[src/autokey_xor_frame_decrypter_assert.svh]
// Assertion macros shared by the frame decrypter modules.
// Each macro expects signals named clk and rst_n in the including module.
`ifndef AUTOKEY_XOR_FRAME_DECRYPTER_ASSERT_SVH
`define AUTOKEY_XOR_FRAME_DECRYPTER_ASSERT_SVH

// Same-cycle implication, checked outside reset.
`define AFD_ASSERT_IMPLIES(lbl, ante, cons, msg) \
  lbl: assert property (@(posedge clk) disable iff (!rst_n) (ante) |-> (cons)) \
    else $error(msg);

// Next-cycle implication, checked outside reset.
`define AFD_ASSERT_NEXT(lbl, ante, cons, msg) \
  lbl: assert property (@(posedge clk) disable iff (!rst_n) (ante) |=> (cons)) \
    else $error(msg);

`endif

[src/afd_pkg.sv]
// Shared types and constants of the autokey XOR frame decrypter.
// No dependencies; every other file except the assertion header uses this package.
package afd_pkg;

  localparam int ByteW       = 8;
  localparam int KeyW        = 64;
  localparam int KeyLenW     = 4;
  localparam int KeyPosW     = 3;
  localparam int CountW      = 5;
  localparam int CfgIndexW   = 1;
  localparam int CfgDataW    = 64;
  localparam int KindW       = 2;
  localparam int StatusW     = 3;
  localparam int DefKeyBytes = 8;
  localparam int DefMaxArgs  = 16;
  localparam int ShortLimit  = 3;
  localparam int QueueDepth  = 2;

  typedef enum logic [CfgIndexW-1:0] {
    CFG_KEY_BYTES  = 1'b0,
    CFG_KEY_LENGTH = 1'b1
  } cfg_reg_t;

  typedef enum logic [KindW-1:0] {
    KIND_SALT  = 2'd0,
    KIND_ARG   = 2'd1,
    KIND_CHECK = 2'd2
  } byte_kind_t;

  typedef enum logic [StatusW-1:0] {
    ST_MID   = 3'd0,
    ST_OK    = 3'd1,
    ST_BAD   = 3'd2,
    ST_SHORT = 3'd3,
    ST_LONG  = 3'd4
  } frame_status_t;

  // One classified byte on its way from the front part to the back part.
  // A status of ST_OK is tentative until the checksum is compared.
  typedef struct packed {
    logic [ByteW-1:0] cipher_byte;
    logic [ByteW-1:0] key_byte;
    logic             first;
    byte_kind_t       kind;
    frame_status_t    status;
  } afd_item_t;

  // Queue head as seen by the back part.
  typedef struct packed {
    logic      valid;
    afd_item_t item;
  } afd_head_t;

endpackage

[src/afd_if.sv]
// Valid/ready channel interfaces for the decrypter's input and result streams.
// Depends on afd_pkg for field widths.
interface afd_in_if;
  logic                       valid;
  logic                       ready;
  logic [afd_pkg::ByteW-1:0]  cipher_byte;
  logic                       frame_first;
  logic                       frame_last;

  modport source (output valid, output cipher_byte, output frame_first,
                  output frame_last, input ready);
  modport sink (input valid, input cipher_byte, input frame_first,
                input frame_last, output ready);
endinterface

interface afd_out_if;
  logic                         valid;
  logic                         ready;
  logic [afd_pkg::ByteW-1:0]    plain_byte;
  logic [afd_pkg::KindW-1:0]    byte_kind;
  logic [afd_pkg::StatusW-1:0]  frame_status;

  modport source (output valid, output plain_byte, output byte_kind,
                  output frame_status, input ready);
  modport sink (input valid, input plain_byte, input byte_kind,
                input frame_status, output ready);
endinterface

[src/afd_front.sv]
// Front part: configuration registers, key position and byte counting.
// Classifies each accepted byte and pushes it into the queue. Uses afd_pkg, afd_in_if.
module afd_front #(
  parameter int KEY_BYTES = afd_pkg::DefKeyBytes,
  parameter int MAX_ARGS  = afd_pkg::DefMaxArgs
) (
  input  logic                          clk,
  input  logic                          rst_n,
  input  logic                          cfg_we,
  input  logic [afd_pkg::CfgIndexW-1:0] cfg_index,
  input  logic [afd_pkg::CfgDataW-1:0]  cfg_data,
  afd_in_if.sink                        in_ch,
  input  logic                          q_full,
  output logic                          push,
  output afd_pkg::afd_item_t            push_item
);
  import afd_pkg::*;

  localparam logic [KeyLenW-1:0] KeyLimit  = KeyLenW'(KEY_BYTES);
  localparam int                 LongLimit = MAX_ARGS + ShortLimit;
  localparam logic [CountW-1:0]  CountMax  = {CountW{1'b1}};

  logic [KeyW-1:0]    key_bytes_r;
  logic [KeyLenW-1:0] key_length_r;
  logic [KeyPosW-1:0] key_pos_r, key_pos_nxt;
  logic [CountW-1:0]  seen_r, seen_nxt;
  logic [KeyLenW-1:0] len_use;
  logic [KeyPosW-1:0] pos_in, pos;
  logic [CountW-1:0]  idx, size;

  // Configuration writes.
  always_ff @(posedge clk) begin
    if (!rst_n) begin
      key_bytes_r  <= '0;
      key_length_r <= KeyLenW'(DefKeyBytes);
    end else if (cfg_we) begin
      case (cfg_reg_t'(cfg_index))
        CFG_KEY_BYTES:  key_bytes_r  <= cfg_data[KeyW-1:0];
        CFG_KEY_LENGTH: key_length_r <= cfg_data[KeyLenW-1:0];
        default: ;
      endcase
    end
  end

  assign in_ch.ready = !q_full;
  assign push        = in_ch.valid && !q_full;

  // Key length in use, clamped to one and to the key storage.
  always_comb begin
    if (key_length_r == '0) begin
      len_use = KeyLenW'(1);
    end else if (key_length_r > KeyLimit) begin
      len_use = KeyLimit;
    end else begin
      len_use = key_length_r;
    end
  end

  // Classification of the incoming byte; a frame start clears position and count.
  always_comb begin
    pos_in = in_ch.frame_first ? '0 : key_pos_r;
    pos    = ({1'b0, pos_in} >= len_use) ? '0 : pos_in;
    idx    = in_ch.frame_first ? '0 : seen_r;
    size   = (idx == CountMax) ? CountMax : idx + CountW'(1);

    key_pos_nxt = pos + KeyPosW'(1);
    seen_nxt    = size;

    push_item.cipher_byte = in_ch.cipher_byte;
    push_item.key_byte    = key_bytes_r[ByteW*pos +: ByteW];
    push_item.first       = in_ch.frame_first;

    if (in_ch.frame_last) begin
      push_item.kind = KIND_CHECK;
    end else if (idx < CountW'(2)) begin
      push_item.kind = KIND_SALT;
    end else begin
      push_item.kind = KIND_ARG;
    end

    if (!in_ch.frame_last) begin
      push_item.status = ST_MID;
    end else if (32'(size) <= ShortLimit) begin
      push_item.status = ST_SHORT;
    end else if (32'(size) > LongLimit) begin
      push_item.status = ST_LONG;
    end else begin
      push_item.status = ST_OK;
    end
  end

  // Frame state advances on every accepted transaction.
  always_ff @(posedge clk) begin
    if (!rst_n) begin
      key_pos_r <= '0;
      seen_r    <= '0;
    end else if (push) begin
      key_pos_r <= key_pos_nxt;
      seen_r    <= seen_nxt;
    end
  end

endmodule

[src/afd_queue.sv]
// Short FIFO between the front and back parts of the decrypter.
// Uses afd_pkg for the item type and assertion macros from the shared header.
`include "autokey_xor_frame_decrypter_assert.svh"
module afd_queue (
  input  logic               clk,
  input  logic               rst_n,
  input  logic               push,
  input  afd_pkg::afd_item_t push_item,
  output logic               full,
  input  logic               pop,
  output afd_pkg::afd_head_t head
);
  import afd_pkg::*;

  localparam int PtrW = (QueueDepth > 1) ? $clog2(QueueDepth) : 1;
  localparam int CntW = $clog2(QueueDepth + 1);
  localparam logic [CntW-1:0] DepthC = CntW'(QueueDepth);
  localparam logic [PtrW-1:0] LastPtr = PtrW'(QueueDepth - 1);

  afd_item_t       mem_r [QueueDepth];
  logic [PtrW-1:0] wr_ptr_r, rd_ptr_r;
  logic [CntW-1:0] count_r, count_nxt;

  assign full       = (count_r == DepthC);
  assign head.valid = (count_r != '0);
  assign head.item  = mem_r[rd_ptr_r];

  // Item storage.
  always_ff @(posedge clk) begin
    if (push) begin
      mem_r[wr_ptr_r] <= push_item;
    end
  end

  always_comb begin
    count_nxt = count_r;
    if (push && !pop) begin
      count_nxt = count_r + CntW'(1);
    end else if (pop && !push) begin
      count_nxt = count_r - CntW'(1);
    end
  end

  // Pointers and fill count.
  always_ff @(posedge clk) begin
    if (!rst_n) begin
      wr_ptr_r <= '0;
      rd_ptr_r <= '0;
      count_r  <= '0;
    end else begin
      if (push) begin
        wr_ptr_r <= (wr_ptr_r == LastPtr) ? '0 : wr_ptr_r + PtrW'(1);
      end
      if (pop) begin
        rd_ptr_r <= (rd_ptr_r == LastPtr) ? '0 : rd_ptr_r + PtrW'(1);
      end
      count_r <= count_nxt;
    end
  end

  `AFD_ASSERT_IMPLIES(a_no_overflow, push, count_r != DepthC || pop, "queue overflow")
  `AFD_ASSERT_IMPLIES(a_no_underflow, pop, count_r != '0, "queue underflow")
  `AFD_ASSERT_IMPLIES(a_count_bound, 1'b1, count_r <= DepthC, "queue count out of range")

endmodule

[src/afd_back.sv]
// Back part: plaintext recovery, running checksum and the result register.
// Uses afd_pkg, afd_out_if and assertion macros from the shared header.
`include "autokey_xor_frame_decrypter_assert.svh"
module afd_back (
  input  logic               clk,
  input  logic               rst_n,
  input  afd_pkg::afd_head_t head,
  output logic               pop,
  afd_out_if.source          out_ch
);
  import afd_pkg::*;

  logic [ByteW-1:0] older_r, newer_r, sum_r;
  logic [ByteW-1:0] older_in, newer_in, sum_in, plain;
  logic             out_valid_r;
  logic [ByteW-1:0] plain_r;
  byte_kind_t       kind_r;
  frame_status_t    status_r, status;

  // Take the queue head whenever the result register is free or being emptied.
  assign pop = head.valid && (!out_valid_r || out_ch.ready);

  // Decrypt the head byte; a frame start sees cleared history and sum.
  always_comb begin
    older_in = head.item.first ? '0 : older_r;
    newer_in = head.item.first ? '0 : newer_r;
    sum_in   = head.item.first ? '0 : sum_r;
    plain    = head.item.cipher_byte ^ older_in ^ newer_in ^ head.item.key_byte;
    status   = head.item.status;
    if (head.item.status == ST_OK && plain != sum_in) begin
      status = ST_BAD;
    end
  end

  // Plaintext history and checksum.
  always_ff @(posedge clk) begin
    if (!rst_n) begin
      older_r <= '0;
      newer_r <= '0;
      sum_r   <= '0;
    end else if (pop) begin
      older_r <= newer_in;
      newer_r <= plain;
      sum_r   <= sum_in + plain;
    end
  end

  // Result register.
  always_ff @(posedge clk) begin
    if (!rst_n) begin
      out_valid_r <= 1'b0;
    end else if (pop) begin
      out_valid_r <= 1'b1;
    end else if (out_ch.ready) begin
      out_valid_r <= 1'b0;
    end
  end

  always_ff @(posedge clk) begin
    if (pop) begin
      plain_r  <= plain;
      kind_r   <= head.item.kind;
      status_r <= status;
    end
  end

  assign out_ch.valid        = out_valid_r;
  assign out_ch.plain_byte   = plain_r;
  assign out_ch.byte_kind    = kind_r;
  assign out_ch.frame_status = status_r;

  `AFD_ASSERT_IMPLIES(a_status_on_check, out_valid_r && status_r != ST_MID, kind_r == KIND_CHECK, "frame status on a non-checksum byte")
  `AFD_ASSERT_NEXT(a_history_tracks, pop, newer_r == plain_r, "plaintext history out of step with result")
  `AFD_ASSERT_IMPLIES(a_pop_needs_room, pop, !out_valid_r || out_ch.ready, "result overwritten before transfer")

endmodule

[src/autokey_xor_frame_decrypter.sv]
// Autokey XOR frame decrypter, top level.
// Path: an accepted byte is written into the queue, then moved into the result register once that is free.
// Throughput: one byte per cycle while out_bus is ready; the two-entry queue and the result register set it.
// Reset (synchronous, active low) clears frame state, sets key_length to 8 and key to zero.
// No clearing pass: the block accepts bytes in the first cycle after reset.
// Uses afd_pkg, afd_if, afd_front, afd_queue and afd_back.
module autokey_xor_frame_decrypter #(
  parameter int KEY_BYTES = afd_pkg::DefKeyBytes,
  parameter int MAX_ARGS  = afd_pkg::DefMaxArgs
) (
  input  logic                          clk,
  input  logic                          rst_n,
  input  logic                          cfg_we,
  input  logic [afd_pkg::CfgIndexW-1:0] cfg_index,
  input  logic [afd_pkg::CfgDataW-1:0]  cfg_data,
  afd_in_if.sink                        in_bus,
  afd_out_if.source                     out_bus
);
  import afd_pkg::*;

  logic      push, pop, q_full;
  afd_item_t push_item;
  afd_head_t head;

  // Front part: configuration and classification.
  afd_front #(
    .KEY_BYTES (KEY_BYTES),
    .MAX_ARGS  (MAX_ARGS)
  ) u_front (
    .clk       (clk),
    .rst_n     (rst_n),
    .cfg_we    (cfg_we),
    .cfg_index (cfg_index),
    .cfg_data  (cfg_data),
    .in_ch     (in_bus),
    .q_full    (q_full),
    .push      (push),
    .push_item (push_item)
  );

  // Queue between the two parts.
  afd_queue u_queue (
    .clk       (clk),
    .rst_n     (rst_n),
    .push      (push),
    .push_item (push_item),
    .full      (q_full),
    .pop       (pop),
    .head      (head)
  );

  // Back part: decryption, checksum and result.
  afd_back u_back (
    .clk    (clk),
    .rst_n  (rst_n),
    .head   (head),
    .pop    (pop),
    .out_ch (out_bus)
  );

endmodule

[src/flat_wrapper.sv]
// flat-port wrapper written by rule: the top's interface ports become plain ports
module autokey_xor_frame_decrypter_flat import afd_pkg::*;
#(
  parameter int KEY_BYTES = afd_pkg::DefKeyBytes,
  parameter int MAX_ARGS  = afd_pkg::DefMaxArgs
)
  (clk, rst_n, cfg_we, cfg_index, cfg_data, in_bus_valid, in_bus_cipher_byte, in_bus_frame_first, in_bus_frame_last, in_bus_ready, out_bus_valid, out_bus_plain_byte, out_bus_byte_kind, out_bus_frame_status, out_bus_ready);
  afd_in_if in_bus_i ();
  afd_out_if out_bus_i ();
  input  logic clk;
  input  logic rst_n;
  input  logic cfg_we;
  input  logic [afd_pkg::CfgIndexW-1:0] cfg_index;
  input  logic [afd_pkg::CfgDataW-1:0] cfg_data;
  input wire logic [$bits(in_bus_i.valid)-1:0] in_bus_valid;
  input wire logic [$bits(in_bus_i.cipher_byte)-1:0] in_bus_cipher_byte;
  input wire logic [$bits(in_bus_i.frame_first)-1:0] in_bus_frame_first;
  input wire logic [$bits(in_bus_i.frame_last)-1:0] in_bus_frame_last;
  output wire logic [$bits(in_bus_i.ready)-1:0] in_bus_ready;
  output wire logic [$bits(out_bus_i.valid)-1:0] out_bus_valid;
  output wire logic [$bits(out_bus_i.plain_byte)-1:0] out_bus_plain_byte;
  output wire logic [$bits(out_bus_i.byte_kind)-1:0] out_bus_byte_kind;
  output wire logic [$bits(out_bus_i.frame_status)-1:0] out_bus_frame_status;
  input wire logic [$bits(out_bus_i.ready)-1:0] out_bus_ready;
  assign in_bus_i.valid = in_bus_valid;
  assign in_bus_i.cipher_byte = in_bus_cipher_byte;
  assign in_bus_i.frame_first = in_bus_frame_first;
  assign in_bus_i.frame_last = in_bus_frame_last;
  assign in_bus_ready = in_bus_i.ready;
  assign out_bus_valid = out_bus_i.valid;
  assign out_bus_plain_byte = out_bus_i.plain_byte;
  assign out_bus_byte_kind = out_bus_i.byte_kind;
  assign out_bus_frame_status = out_bus_i.frame_status;
  assign out_bus_i.ready = out_bus_ready;
  autokey_xor_frame_decrypter #(.KEY_BYTES(KEY_BYTES), .MAX_ARGS(MAX_ARGS)) u_core (.clk(clk), .rst_n(rst_n), .cfg_we(cfg_we), .cfg_index(cfg_index), .cfg_data(cfg_data), .in_bus(in_bus_i), .out_bus(out_bus_i));
endmodule
[config.mk]
export PLATFORM = sky130hd
export DESIGN_NAME = autokey_xor_frame_decrypter_flat
export DESIGN_NICKNAME = d
export VERILOG_FILES = /design/src/afd_pkg.sv /design/src/afd_if.sv /design/src/afd_front.sv /design/src/afd_queue.sv /design/src/afd_back.sv /design/src/autokey_xor_frame_decrypter.sv /design/src/flat_wrapper.sv
export VERILOG_INCLUDE_DIRS = /design/src /design/src/src
export SDC_FILE = /design/constraint.sdc
export NUM_CORES = 1
export LEC_CHECK = 0
export BUFFER_PORTS_ARGS = -buffer_cell sky130_fd_sc_hd__buf_4
export CAP_MARGIN = 20
export CORE_UTILIZATION = 55
export CTS_CLUSTER_SIZE = 25
export DETAILED_ROUTE_END_ITERATION = 10
export PLACE_DENSITY = 0.76
export SLEW_MARGIN = 25
export SYNTH_ARGS = -nofsm -noshare
export SYNTH_HDL_FRONTEND = slang
export SYNTH_HIERARCHICAL = 1
export SYNTH_SLANG_ARGS = --single-unit
[constraint.sdc]
create_clock -name clk -period 4.7 [get_ports clk]
set_clock_uncertainty 0.15 [all_clocks]
set_input_delay 0.705 -clock clk [delete_from_list [all_inputs] [get_ports clk]]
set_output_delay 0.705 -clock clk [all_outputs]
set_load 0.02 [all_outputs]
After elaboration in Yosys (flattened, before gate mapping)
Memory sizes are Yosys's and may differ from the RTL's. A register that Yosys moved wholly into a read port is not among the register bits.
Cells that the tools add are included.
- add/subtract/negate cells: 7
- reduce and logical (&&, ||, !) cells: 16
- muxes and demuxes: 24
- equal/unequal tests: 4
- $lt $le $gt $ge: 5
- shift-type cells: 1
- bitwise gates (word level): 4
- operator list (cell ; count):
    variable part select 64 x 7 -> 8 bit ; 1
    two-way mux 8 bit ; 3
    XOR 8 bit ; 3
    two-way mux 3 bit ; 5
    two-way mux 5 bit ; 2
    two-way mux 1 bit ; 9
    adder 8 bit ; 1
    two-way mux 4 bit ; 2
    inequality test 8 bit ; 1
    two-way mux 2 bit ; 3
    nonzero test 2 bit ; 3
    adder 5 x 1 -> 5 bit, second input constant ; 1
    == test 5 bit, second input constant ; 1
    greater-than comparator 5 bit, second input constant ; 1
    less-or-equal comparator 5 x 2 -> 1 bit, second input constant ; 1
    logical AND 1 bit ; 5
    < comparator 5 x 2 -> 1 bit, second input constant ; 1
    greater-or-equal comparator 3 x 4 -> 1 bit ; 1
    greater-than comparator 4 bit, second input constant ; 1
    logical NOT 1 bit ; 4
    logical NOT 4 bit ; 1
    AND reduction 2 bit ; 2
    adder 3 x 1 -> 3 bit, second input constant ; 1
    == test 3 x 1 -> 1 bit, second input constant ; 1
    6 further kinds ; 7
- input bits: 80
- RAM bits: 44
- flip-flop bits (word level): 118
- memories kept: 1
- word-level logic and storage cells: 76
- output and inout port bits: 15
- memory list (memory ; words ; width ; read ports ; clocked after Yosys merged registers in ; write ports ; RTL line ; source):
    u_core.u_queue.mem_r ; 2 ; 22 ; 1 ; 1 ; 1 ; afd_queue.sv:20 ; afd_item_t mem_r [QueueDepth];

Logic depth before layout (Yosys ltp)
Gate-level depths: netlist of the first run.
- depth in word-level cells: 7
- mapped depth: 13
- gate-level depth less buffers: 11

Hierarchy
The synthesis of the first run kept the hierarchy.
- modules (own cells, without submodules) (module ; area an instance (µm²) ; sequential area each (µm²) ; instances ; cells each):
    afd_front ; 3679.8 ; 1521.5 ; 1 ; 472
    afd_back ; 1956.9 ; 890.9 ; 1 ; 209
    afd_queue ; 1800.5 ; 1421.4 ; 1 ; 90

Worst setup path after synthesis of the first run
Ideal clock, no wire load.
- kind: register -> register
- start: reg with a tool-made name
- end: reg u_core.u_back.sum_r[6]
- clock period less this slack: 3089 ps
- stages on the path, launching flop included: 14
- buffers on the path: 2
- setup time: 141 ps
- data arrival time: 2799 ps
- slack: 1611 ps
- data required time: 4409 ps
- path through: dfxtp_1 buf_2 mux2_2 clkbuf_1 nor2_1 xnor2_1 ha_1 inv_1 fa_1 nor2b_1 o21ai_0 a21boi_0 o21a_1 o311ai_0
- RTL lines (element ; RTL line ; source):
    end signal: assignment ; afd_back.sv:44 ; sum_r <= sum_in + plain;
    end: declaration ; afd_back.sv:13 ; logic [ByteW-1:0] older_r, newer_r, sum_r;

==> results.md, run 1 <==
- Crit path DAT: 3.72 ns
- Average size of a mapped cell: 9.646 µm²
- FF-to-FF End: u_core/u_back/sum_r[6]
- DRT Pass-1 Iters: 5
- Reg area: about 3800 µm²
- #FFs+latches synth: 163
- Max Cap Viol: 0
- Area grow syn2layout: 16.79%
- Gates resized, CTS repair: 0
- Die area: between 10000 and 15000 µm²
- Slew Limit Fails: 0
- H-tree Lvls: 4
- Post-synthesis mux area share: approximately 5.1%
- Synth top area share: 28.53%
- Mapped Nets: 865
- Synth Flop Type: dfxtp_1
- Layout cells sized above 1: roughly 20%
- IO Port Bufs: 94
- Worst-Margin Slew: roughly 0.86 ns
- Reg clk slew, reported paths: 0.06 ns
- DP Worst Slack: 1.087 ns
- Final setup viols: 0
- Final Cycle Share: 76.25%
- Grt ovf: 0
- CP required: 4.83 ns
- CTS root buf: clkbuf_16
- Hold Path Class: reg2reg
- Fin area: 8686 µm²
- DRT antenna net count: 0
- Hold Path Depth: 2
- Post-layout nets: 929
- Unrepaired setup endpoints after global routing: no
- Gpl congestion: 0.9482
- FF-to-FF setup slack: 1.12 ns
- Simple-gate share of the synthesized area: 16.77%
- Worst Hold Endpoint: u_core/u_back/sum_r[3]
- Sequential-to-total area share from yosys stat: 51.55%
- Dpl hpwl: 11090 µm
- Area of the multi-input gates: 3284 µm²
- Post-route DRC violation count: 0
- Vias per cell: 5.528
- Synthesized area: 7437 µm²
- Post-CTS Hold Buffers: 0
- Die X-Extent: 118.3 µm
- PnR worst setup slack: 1.116 ns
- Post-CTS setup buffer count: 0
- Synth top cells by count: 158 x nand2_1, 106 x dfxtp_1, 93 x a21oi_1, 57 x edfxtp_1, 48 x nor2_1
- Wire per inst: 15.32 µm
- Min Tclk post-route: 3.584 ns
- FF-to-FF path depth: 11
- Crit path kind: reg2reg
- Placed inst area: 8163 µm²
- Initial drt markers: 400
- Global-route usage over all layers: 23.33%
- DRT Wirelength: about 16000 µm
- Power Density: around 520 nW/µm²
- CP Capture Type: flip-flop
- Post-Synth XOR/XNOR Area: around 3.9%
- Async SR Flop Fraction: 0%
- Initial Util: 56.38%
- Filler cells: 1077
- Crit-path max FO: 25
- Vias in the first global route: 5537
- Yosys top cell by area: dfxtp_1
- Synth cell types: 60
- Row count: 42
- Adder-cell area share of the yosys netlist: 2.456%
- Io pins: 95
- Die height: around 120 µm
- Synth area leaders: dfxtp_1 29%, edfxtp_1 23%, nand2_1 8.0%, a21oi_1 6.3%, mux2_2 3.6%
- Clock Tree Buf Depth: 2
- Clk sinks: 163
- Ys Warns: 6
- Largest family of logic cells by synthesized area: simple AND/OR/NAND/NOR gates
- Setup TNS: 0 ns
- CTS tree: built
- Later-pin clock latency in the skew report: about 0.42 ns
- Fmax: 0.2790 GHz
- Top-count cell post-synth: nand2_1
- Leakage: 3.261 nW
- Synth Instances: ~770
- Compound-Gate Fraction of Synth Area: 15.63%
- Via count of the routed design: 5661
- Fin Hold WS: between 0.3 and 0.4 ns
- Critical hold path startpoint: u_core/u_back/sum_r[3]
- Initial antenna violation count: 0
- First-pass GRT wire length: approximately 26000 µm
- Outcome: finished clean
- CTS Buf Count: 17
- Final Core Density: 65.85%
- Peak VDD IR: 0.2725 mV
- Relative slew slack: 42.27%
- Final Hold Fails: 0
- N_diodes: 0
- Placeable Area: 13190 µm²
- Pin count of the biggest net entering global routing: 73
- EDFF count, synth: 57
- Worst setup SP type: flip-flop
[state kept, by name (all words and copies together) (netlist names), 2 cells and up, named ones only]
name and flops:
u_core/u_back/newer_r 8, u_core/u_back/out_ch.byte_kind 2, u_core/u_back/out_ch.plain_byte 8, u_core/u_back/out_ch.frame_status 3, u_core/u_front/seen_r 5, u_core/u_queue/mem_r 44
u_core/u_back/older_r 8, u_core/u_front/key_length_r 4, u_core/u_queue/count_r 2, u_core/u_back/sum_r 8, u_core/u_front/key_pos_r 3, u_core/u_front/key_bytes_r 64
[final cells by class]
type	count	area share (%)
flip-flops and latches	163	44.14
multi-input cells	539	37.81
repair buffers	100	8.874
clock buffers	24	5.431
well taps	176	2.535
inverters	14	0.6338
clock inverters	8	0.5762
[worst max-delay path, stage by stage (launching register included)]
cell and delay (ns):
dfxtp_1 0.74, mux2_2 0.60, nor2_1 0.20, xnor2_1 0.18, ha_1 0.24, inv_1 0.06, fa_1 0.37, nor2b_1 0.18
o21ai_0 0.11, a21boi_0 0.33, o21a_1 0.17, o311ai_0 0.11
[cells in the final DEF, fill, tap and decap left out, types with 13 or more instances in the layout]
master,instances
a21oi_1,93
buf_4,99
clkbuf_16,17
dfxtp_1,106
edfxtp_1,57
ha_1,13
mux2_2,24
nand2_1,158
nor2_1,48
nor2b_1,22
o21ai_0,14
xnor2_1,25
[layer usage]
layer	share of wire [%]	GRT usage, %	vias up
li1	-	-	2809
met1	42	27.10	2676
met2	50	40.29	142
met3	4.0	5.598	34
met4	3.2	11.30	0
met5	0	0	-
[metrics by stage]
| step | total power, mW | cells |
|---|---|---|
| after floorplan | 2.948 | 771 |
| after global placement | 3.260 | 991 |
| after detailed placement | 3.334 | 992 |
| after CTS | 4.561 | 1024 |
| after global routing | 4.781 | 1024 |
| final | 4.537 | 1024 |
[kinds of logic after synthesis]
kind of cell,Yosys count
flip-flops,163
multiplexers,35
buffers and inverters,69
AND/OR/NAND/NOR,280
AO/OA/AOI/OAI,178
adder cells (fa/ha/maj),14
XOR/XNOR,32
[worst max path at each step]
stage                                  start                    endpoint  slack, ns  cells after the start
after floorplan                    flip-flop      u_core/u_back/sum_r[6]       1.61                     13
after global placement    in_bus_frame_first  u_core/u_queue/mem_r[0][9]       1.22                      7
after detailed placement           flip-flop      u_core/u_back/sum_r[6]       1.09                     11
after CTS                          flip-flop      u_core/u_back/sum_r[6]       1.11                     11
after global routing               flip-flop      u_core/u_back/sum_r[6]       0.79                     11
final                              flip-flop      u_core/u_back/sum_r[6]       1.12                     11
[report_power, final]
part | total (mW) | internal, mW | switching (mW)
clock network | 1.22 | 0.702 | 0.520
registers | 1.89 | 1.75 | 0.134
logic | 1.43 | 0.621 | 0.806
total | 4.54 | 3.08 | 1.46
No activity file was read; power rests on OpenSTA's default activity.
==> inputs of run 2 (changes only) <==
- clock period: 4.7 -> 3.3 ns (I/O delays scaled with it)
==> run 2 against run 1 <==
Effect of this change:
- count of clock-buffer cells in the layout rose by 6
- critical path depth down 2
- final cell count grew 1.4%
- via count up 1.6%
- non-clock buffer count up 14
- largest cell class unchanged
==> results.md, run 2 (synthesis results as in run 1) <==
- Reg clk slew, reported paths: 0.06 ns (about the same)
- CP max stage cell: dfxtp_2
- DRT Wirelength: 16060 µm (+2.4%)
- Most used cell, CP: xnor2_1
- Crit-path max FO: 10 (-60%)
- Final Hold Fails: 0 (unchanged)
- Setup TNS: 0 ns (unchanged)
- Vias in the first global route: 5685 (+2.7%)
- Clk sinks: 163 (unchanged)
- CTS tree: built
- Reg area: 3835 µm² (about the same)
- Power Density: 752.8 nW/µm² (+44%)
- Worst setup SP type: flip-flop
- Wire per inst: 15.48 µm (+1.0%)
- Row count: 42 (unchanged)
- Grt ovf: 0 (unchanged)
- Gpl congestion: 0.9081 (-4.2%)
- Worst-Margin Slew: 0.6653 ns (-0.1955 ns)
- CTS root buf: clkbuf_16
- Most frequent cells in the layout: 158 x nand2_1, 113 x buf_4, 105 x dfxtp_1, 93 x a21oi_1, 57 x edfxtp_1
- CP required: 3.32 ns (-1.51 ns)
- Post-CTS Hold Buffers: 0 (unchanged)
- Commonest non-fill, non-tap cell in the layout: nand2_1
- CP Cell Sequence: buf_4 -> mux2_2 -> xnor2_1 -> xnor2_1 -> ha_1 -> nor4_1 -> nand2_1 -> o211a_1 -> or2_2
- Met3 Use GR: 5.068% (-0.53 points)
- Global-route usage over all layers: 24.23% (+0.90 points)
- Layout cells sized above 1: 21.46% (+1.2 points)
- Filler cells: 1069 (-0.74%)
- Overall power: 6.648 mW (+47%)
- IO Port Bufs: 94 (unchanged)
- CP peak stage delay: 0.42 ns (-0.32 ns)
- CTS Buf Count: 17 (unchanged)
- Die area: 13990 µm² (unchanged)
- Later-pin clock latency in the skew report: 0.42 ns (about the same)
- CP Capture Type: flip-flop
- Peak VDD IR: 0.3697 mV (+36%)
- Post-route DRC violation count: 0 (unchanged)
- Area of the multi-input gates: 3278 µm² (-0.19%)
- H-tree Lvls: 4 (unchanged)
- Leakage: 3.348 nW (+2.7%)
- Met2 usage: 41.80% (+1.5 points)
- Largest regs: u_core/u_front/key_bytes_r x64, u_core/u_queue/mem_r x44
- Fin area: 8831 µm² (+1.7%)
- Slew Limit Fails: 0 (unchanged)
- Unrepaired setup endpoints after global routing: no
- Pin count of the biggest net entering global routing: 65 (-11%)
- Die height: 118.3 µm (unchanged)
- N_diodes: 0 (unchanged)
- Die X-Extent: 118.3 µm (unchanged)
- Largest register by flop count: u_core/u_front/key_bytes_r
- First-pass GRT wire length: 26570 µm (+3.5%)
- Crit path DAT: 3.09 ns (-0.63 ns)
- Initial drt markers: 378 (-5.5%)
- DRT antenna net count: 0 (unchanged)
- Placed inst area: 8253 µm² (+1.1%)
- Io pins: 95 (unchanged)
- Max Cap Viol: 0 (unchanged)
- Min Tclk post-route: 3.069 ns (-0.5150 ns)
- Final Cycle Share: 92.99% (+17 points)
- Initial Util: 56.38% (unchanged)
- Placeable Area: 13190 µm² (unchanged)
- Clock Tree Buf Depth: 2 (unchanged)
- Critical path's top delay family: simple AND/OR/NAND/NOR gates
- Via count of the routed design: 5751 (+1.6%)
- Vias per cell: 5.540 (+0.22%)
- Initial antenna violation count: 0 (unchanged)
- Hold Path Class: in2reg
- Relative slew slack: 54.50% (+12 points)
- DRT Pass-1 Iters: 5 (unchanged)
- Area grow syn2layout: 18.74%
- Post-layout nets: 943 (+1.5%)
- Outcome: finished clean
- M1 GR Usage: 27.85% (+0.75 points)
- Crit path kind: reg2reg
- Final setup viols: 0 (unchanged)
- Buffers and inverters on the worst path: 1 (unchanged)
- Fmax: 0.3259 GHz (+17%)
- Dpl hpwl: 11400 µm (+2.8%)
- Max FFs per register: 64 (unchanged)
- Busiest grt layer: met2
-- run 2: changes by cell type in the layout (fill, tap and decap cells not counted), sizes merged --
cell      delta
clkbuf       +6
buf         +14
clkinvlp     -1
clkinv       -1
inv          -4
-- run 2: path summary, 6_finish.rpt --
kind                          startpoint                                    to  slack [ns]  depth (start not counted)
setup / recovery               flip-flop  u_core/u_back/out_ch.frame_status[1]        0.23                          9
hold / removal     in_bus_cipher_byte[4]           u_core/u_queue/mem_r[1][18]        0.11                          1
setup reg to reg               flip-flop  u_core/u_back/out_ch.frame_status[1]        0.23                          9
hold reg to reg   u_core/u_back/sum_r[5]                u_core/u_back/sum_r[5]        0.30                          2
-- run 2: final cells by class --
cell class                 count  area share (%)
timing repair buffer         114           9.833
clock buffer                  30           6.418
sequential                   163           43.43
inverter                      14          0.5951
multi-input combinational    539           37.12
tap                          176           2.494
clock inverter                 2          0.1133
-- run 2: power breakdown --
| part | total [mW] | internal, mW | switching, mW |
|---|---|---|---|
| Sequential | 2.68 | 2.50 | 0.182 |
| Combinational | 2.08 | 0.929 | 1.15 |
| Clock | 1.89 | 1.15 | 0.734 |
| Total | 6.65 | 4.58 | 2.07 |
-- run 2: per-stage QoR --
stage	utilization [%]	hold WS (ns)	setup slack, ns	instances
2_1_floorplan	-	0.2773	0.2106	771
3_3_place_gp	62.53	0.2842	0.1985	1006
3_5_place_dp	62.57	0.2933	0.09714	1006
4_1_cts	66.94	0.09031	0.1083	1038
5_1_grt	66.95	0.09711	0.04190	1038
6_report	66.95	0.1090	0.2313	1038
-- run 2: repair_timing --
item                                    in CTS  in global routing
gates resized for setup                      0                  1
endpoints found under the setup margin       0                  3
buffers inserted                             0                  0
-- run 2: per-layer routing --
layer / wire [µm] / vias to the layer above
met5: 0 / -
met4: 490 / 0
met3: 620 / 40
met2: 8142 / 144
met1: 6811 / 2731
li1: - / 2836
==> inputs of run 3 (changes only) <==
- CORE_MARGIN: not set -> 2
- CTS_BUF_LIST: not set -> sky130_fd_sc_hd__clkbuf_4 sky130_fd_sc_hd__clkbuf_8
==> run 3 against run 2 <==
Effect of this change:
- register-to-register slack barely moved
- sequential share of layout area is 0.91 points higher
- power fell by 7.1%
- non-clock buffer count is 1 lower
- critical path depth grew 3
- global-route usage shrank 1.4 points
- critical path type unchanged
- critical endpoint is now u_core/u_back/sum_r[4]
- largest power group unchanged
==> results.md, run 3 (synthesis results as in run 1) <==
- CTS root buf: clkbuf_8
- Area grow syn2layout: 16.30%
- CTS Buf Count: 17 (unchanged)
- Crit path DAT: 3.32 ns (+0.23 ns)
- IO Port Bufs: 94 (unchanged)
- Die height: 120.3 µm (+1.7%)
- Flop pwr share: 43.3% (+3.0 points)
- DRT antenna net count: 0 (unchanged)
- Largest regs: u_core/u_front/key_bytes_r x64, u_core/u_queue/mem_r x44
- Global-route usage over all layers: 22.78% (-1.4 points)
- Outcome: finished clean
- Most frequent cells in the layout: 158 x nand2_1, 112 x buf_4, 105 x dfxtp_1, 93 x a21oi_1, 57 x edfxtp_1
- Worst-Margin Slew: 0.7439 ns (+0.07864 ns)
- DRT Wirelength: 15870 µm (-1.2%)
- Peak VDD IR: 0.3248 mV (-12%)
- Gpl congestion: 0.9503 (+4.6%)
- Final Cycle Share: 93.42% (+0.43 points)
- Overall power: 6.176 mW (-7.1%)
- H-tree Lvls: 4 (unchanged)
- Unrepaired setup endpoints after global routing: no
- CP required: 3.54 ns (+0.22 ns)
- Vias in the first global route: 5536 (-2.6%)
- Die X-Extent: 120.3 µm (+1.7%)
- Pin count of the biggest net entering global routing: 65 (unchanged)
- Internal power: 4.140 mW (-9.6%)
- CP Capture Type: flip-flop
- Clock Tree Buf Depth: 2 (unchanged)
- Sw frac: 32.96% (+1.9 points)
- Placeable Area: 13240 µm² (+0.40%)
- Critical path's top delay family: adder cells
- CTS tree: built
- CP max stage cell: dfxtp_2
- Clk sinks: 163 (unchanged)
- CP peak stage delay: 0.38 ns (-0.04 ns)
- Reg clk slew, reported paths: 0.08 ns (+0.02 ns)
- Initial drt markers: 460 (+22%)
- Largest register by flop count: u_core/u_front/key_bytes_r
- Layout cells sized above 1: 22.18% (+0.72 points)
- Worst setup SP type: flip-flop
- Commonest non-fill, non-tap cell in the layout: nand2_1
- First-pass GRT wire length: 25970 µm (-2.2%)
- Slew Limit Fails: 0 (unchanged)
- Row count: 42 (unchanged)
- Post-CTS Hold Buffers: 0 (unchanged)
- Via count of the routed design: 5680 (-1.2%)
- Relative slew slack: 50.37% (-4.1 points)
- DRT Pass-1 Iters: 5 (unchanged)
- Die area: 14470 µm² (+3.4%)
- Crit path kind: reg2reg
- Clock power share: 22.8% (-5.6 points)
- Post-route DRC violation count: 0 (unchanged)
- Hold Path Class: in2reg
- Dpl hpwl: 11370 µm (-0.26%)
- Later-pin clock latency in the skew report: 0.46 ns (+0.04 ns)
- N_diodes: 0 (unchanged)
- Io pins: 95 (unchanged)
- Leakage: 3.276 nW (-2.2%)
- Buffers and inverters on the worst path: 2 (+1)
- Initial Util: 56.16% (-0.22 points)
- Max Cap Viol: 0 (unchanged)
- Wire per inst: 15.31 µm (-1.1%)
- Vias per cell: 5.477 (-1.1%)
- Fmax: 0.3244 GHz (-0.46%)
- Critical hold path startpoint: in_bus_cipher_byte[5]
- Post-layout nets: 942 (-0.11%)
- Max FFs per register: 64 (unchanged)
- Final Hold Fails: 0 (unchanged)
- Initial antenna violation count: 0 (unchanged)
- Switching power: 2.036 mW (-1.5%)
- Final setup viols: 0 (unchanged)
- CP Cell Sequence: buf_12 -> mux2_2 -> xnor2_1 -> xnor2_2 -> ha_1 -> inv_1 -> fa_1 -> nor2b_1 -> o21ai_0 -> nor3b_1 -> or3_1 -> a21oi_1
- Min Tclk post-route: 3.083 ns (+0.01412 ns)
- Grt ovf: 0 (unchanged)
- Filler cells: 1063 (-0.56%)
- Power Density: 714.0 nW/µm² (-5.2%)
- Comb power frac: 33.9% (+2.6 points)
- Setup TNS: 0 ns (unchanged)
- Crit-path max FO: 15 (+5)
run 3: cell count changes in the layout (fill, tap and decap cells not counted), moves of 3 or more:
cell | before | now
clkbuf_4 | 0 | 4
clkinv_4 | 0 | 3
clkbuf_1 | 6 | 0
clkbuf_16 | 19 | 0
clkbuf_8 | 5 | 21
run 3: path summary, 6_finish.rpt:
path / to / slack (ns) / cells after the start
max: u_core/u_back/sum_r[4] / 0.22 / 12
min: u_core/u_queue/mem_r[0][19] / 0.07 / 1
max reg2reg: u_core/u_back/sum_r[4] / 0.22 / 12
min reg2reg: u_core/u_front/key_bytes_r[59] / 0.31 / 2
run 3: timing repair:
item | 4_1_cts | 5_1_grt
resized for setup | 0 | 4
buffers inserted | 0 | 0
setup endpoints to repair | 0 | 2
run 3: metal layers:
metal  GRT usage (%)  up-vias  part of all wire (%)
met4           8.358        0                   1.9
li1                -     2833                     -
met1           27.34     2661                    43
met5               0        -                     0
met2           39.38      158                    51
met3           6.038       28                   4.7
run 3: cell type report:
type,instances,area [µm²],share of cell area (%)
repair buffers,113,860.8,9.952
flip-flops and latches,163,3835,44.34
well taps,176,220.2,2.546
inverters,14,52.55,0.6076
clock buffers,25,319.1,3.689
clock inverters,7,72.57,0.8390
multi-input cells,539,3289,38.03
run 3: power groups by stage:
stage | clock network [mW] | logic [mW] | registers (mW)
after floorplan | 0 | 1.42 | 2.78
after global placement | 0 | 2.01 | 2.69
final | 1.41 | 2.10 | 2.67
after CTS | 1.44 | 2.08 | 2.67
after global routing | 1.52 | 2.30 | 2.71
after detailed placement | 0 | 2.07 | 2.71
run 3: through the flow:
stage,utilization [%],hold WS [ns],cell area [µm²],std cells,setup slack [ns]
after floorplan,-,0.2773,7437,771,0.2106
after global placement,62.23,0.2882,8240,1005,0.2147
after detailed placement,62.26,0.2978,8245,1005,0.1395
after CTS,65.22,0.04756,8637,1037,0.1195
after global routing,65.32,0.03896,8650,1037,0.02532
final,65.32,0.07051,8650,1037,0.2172
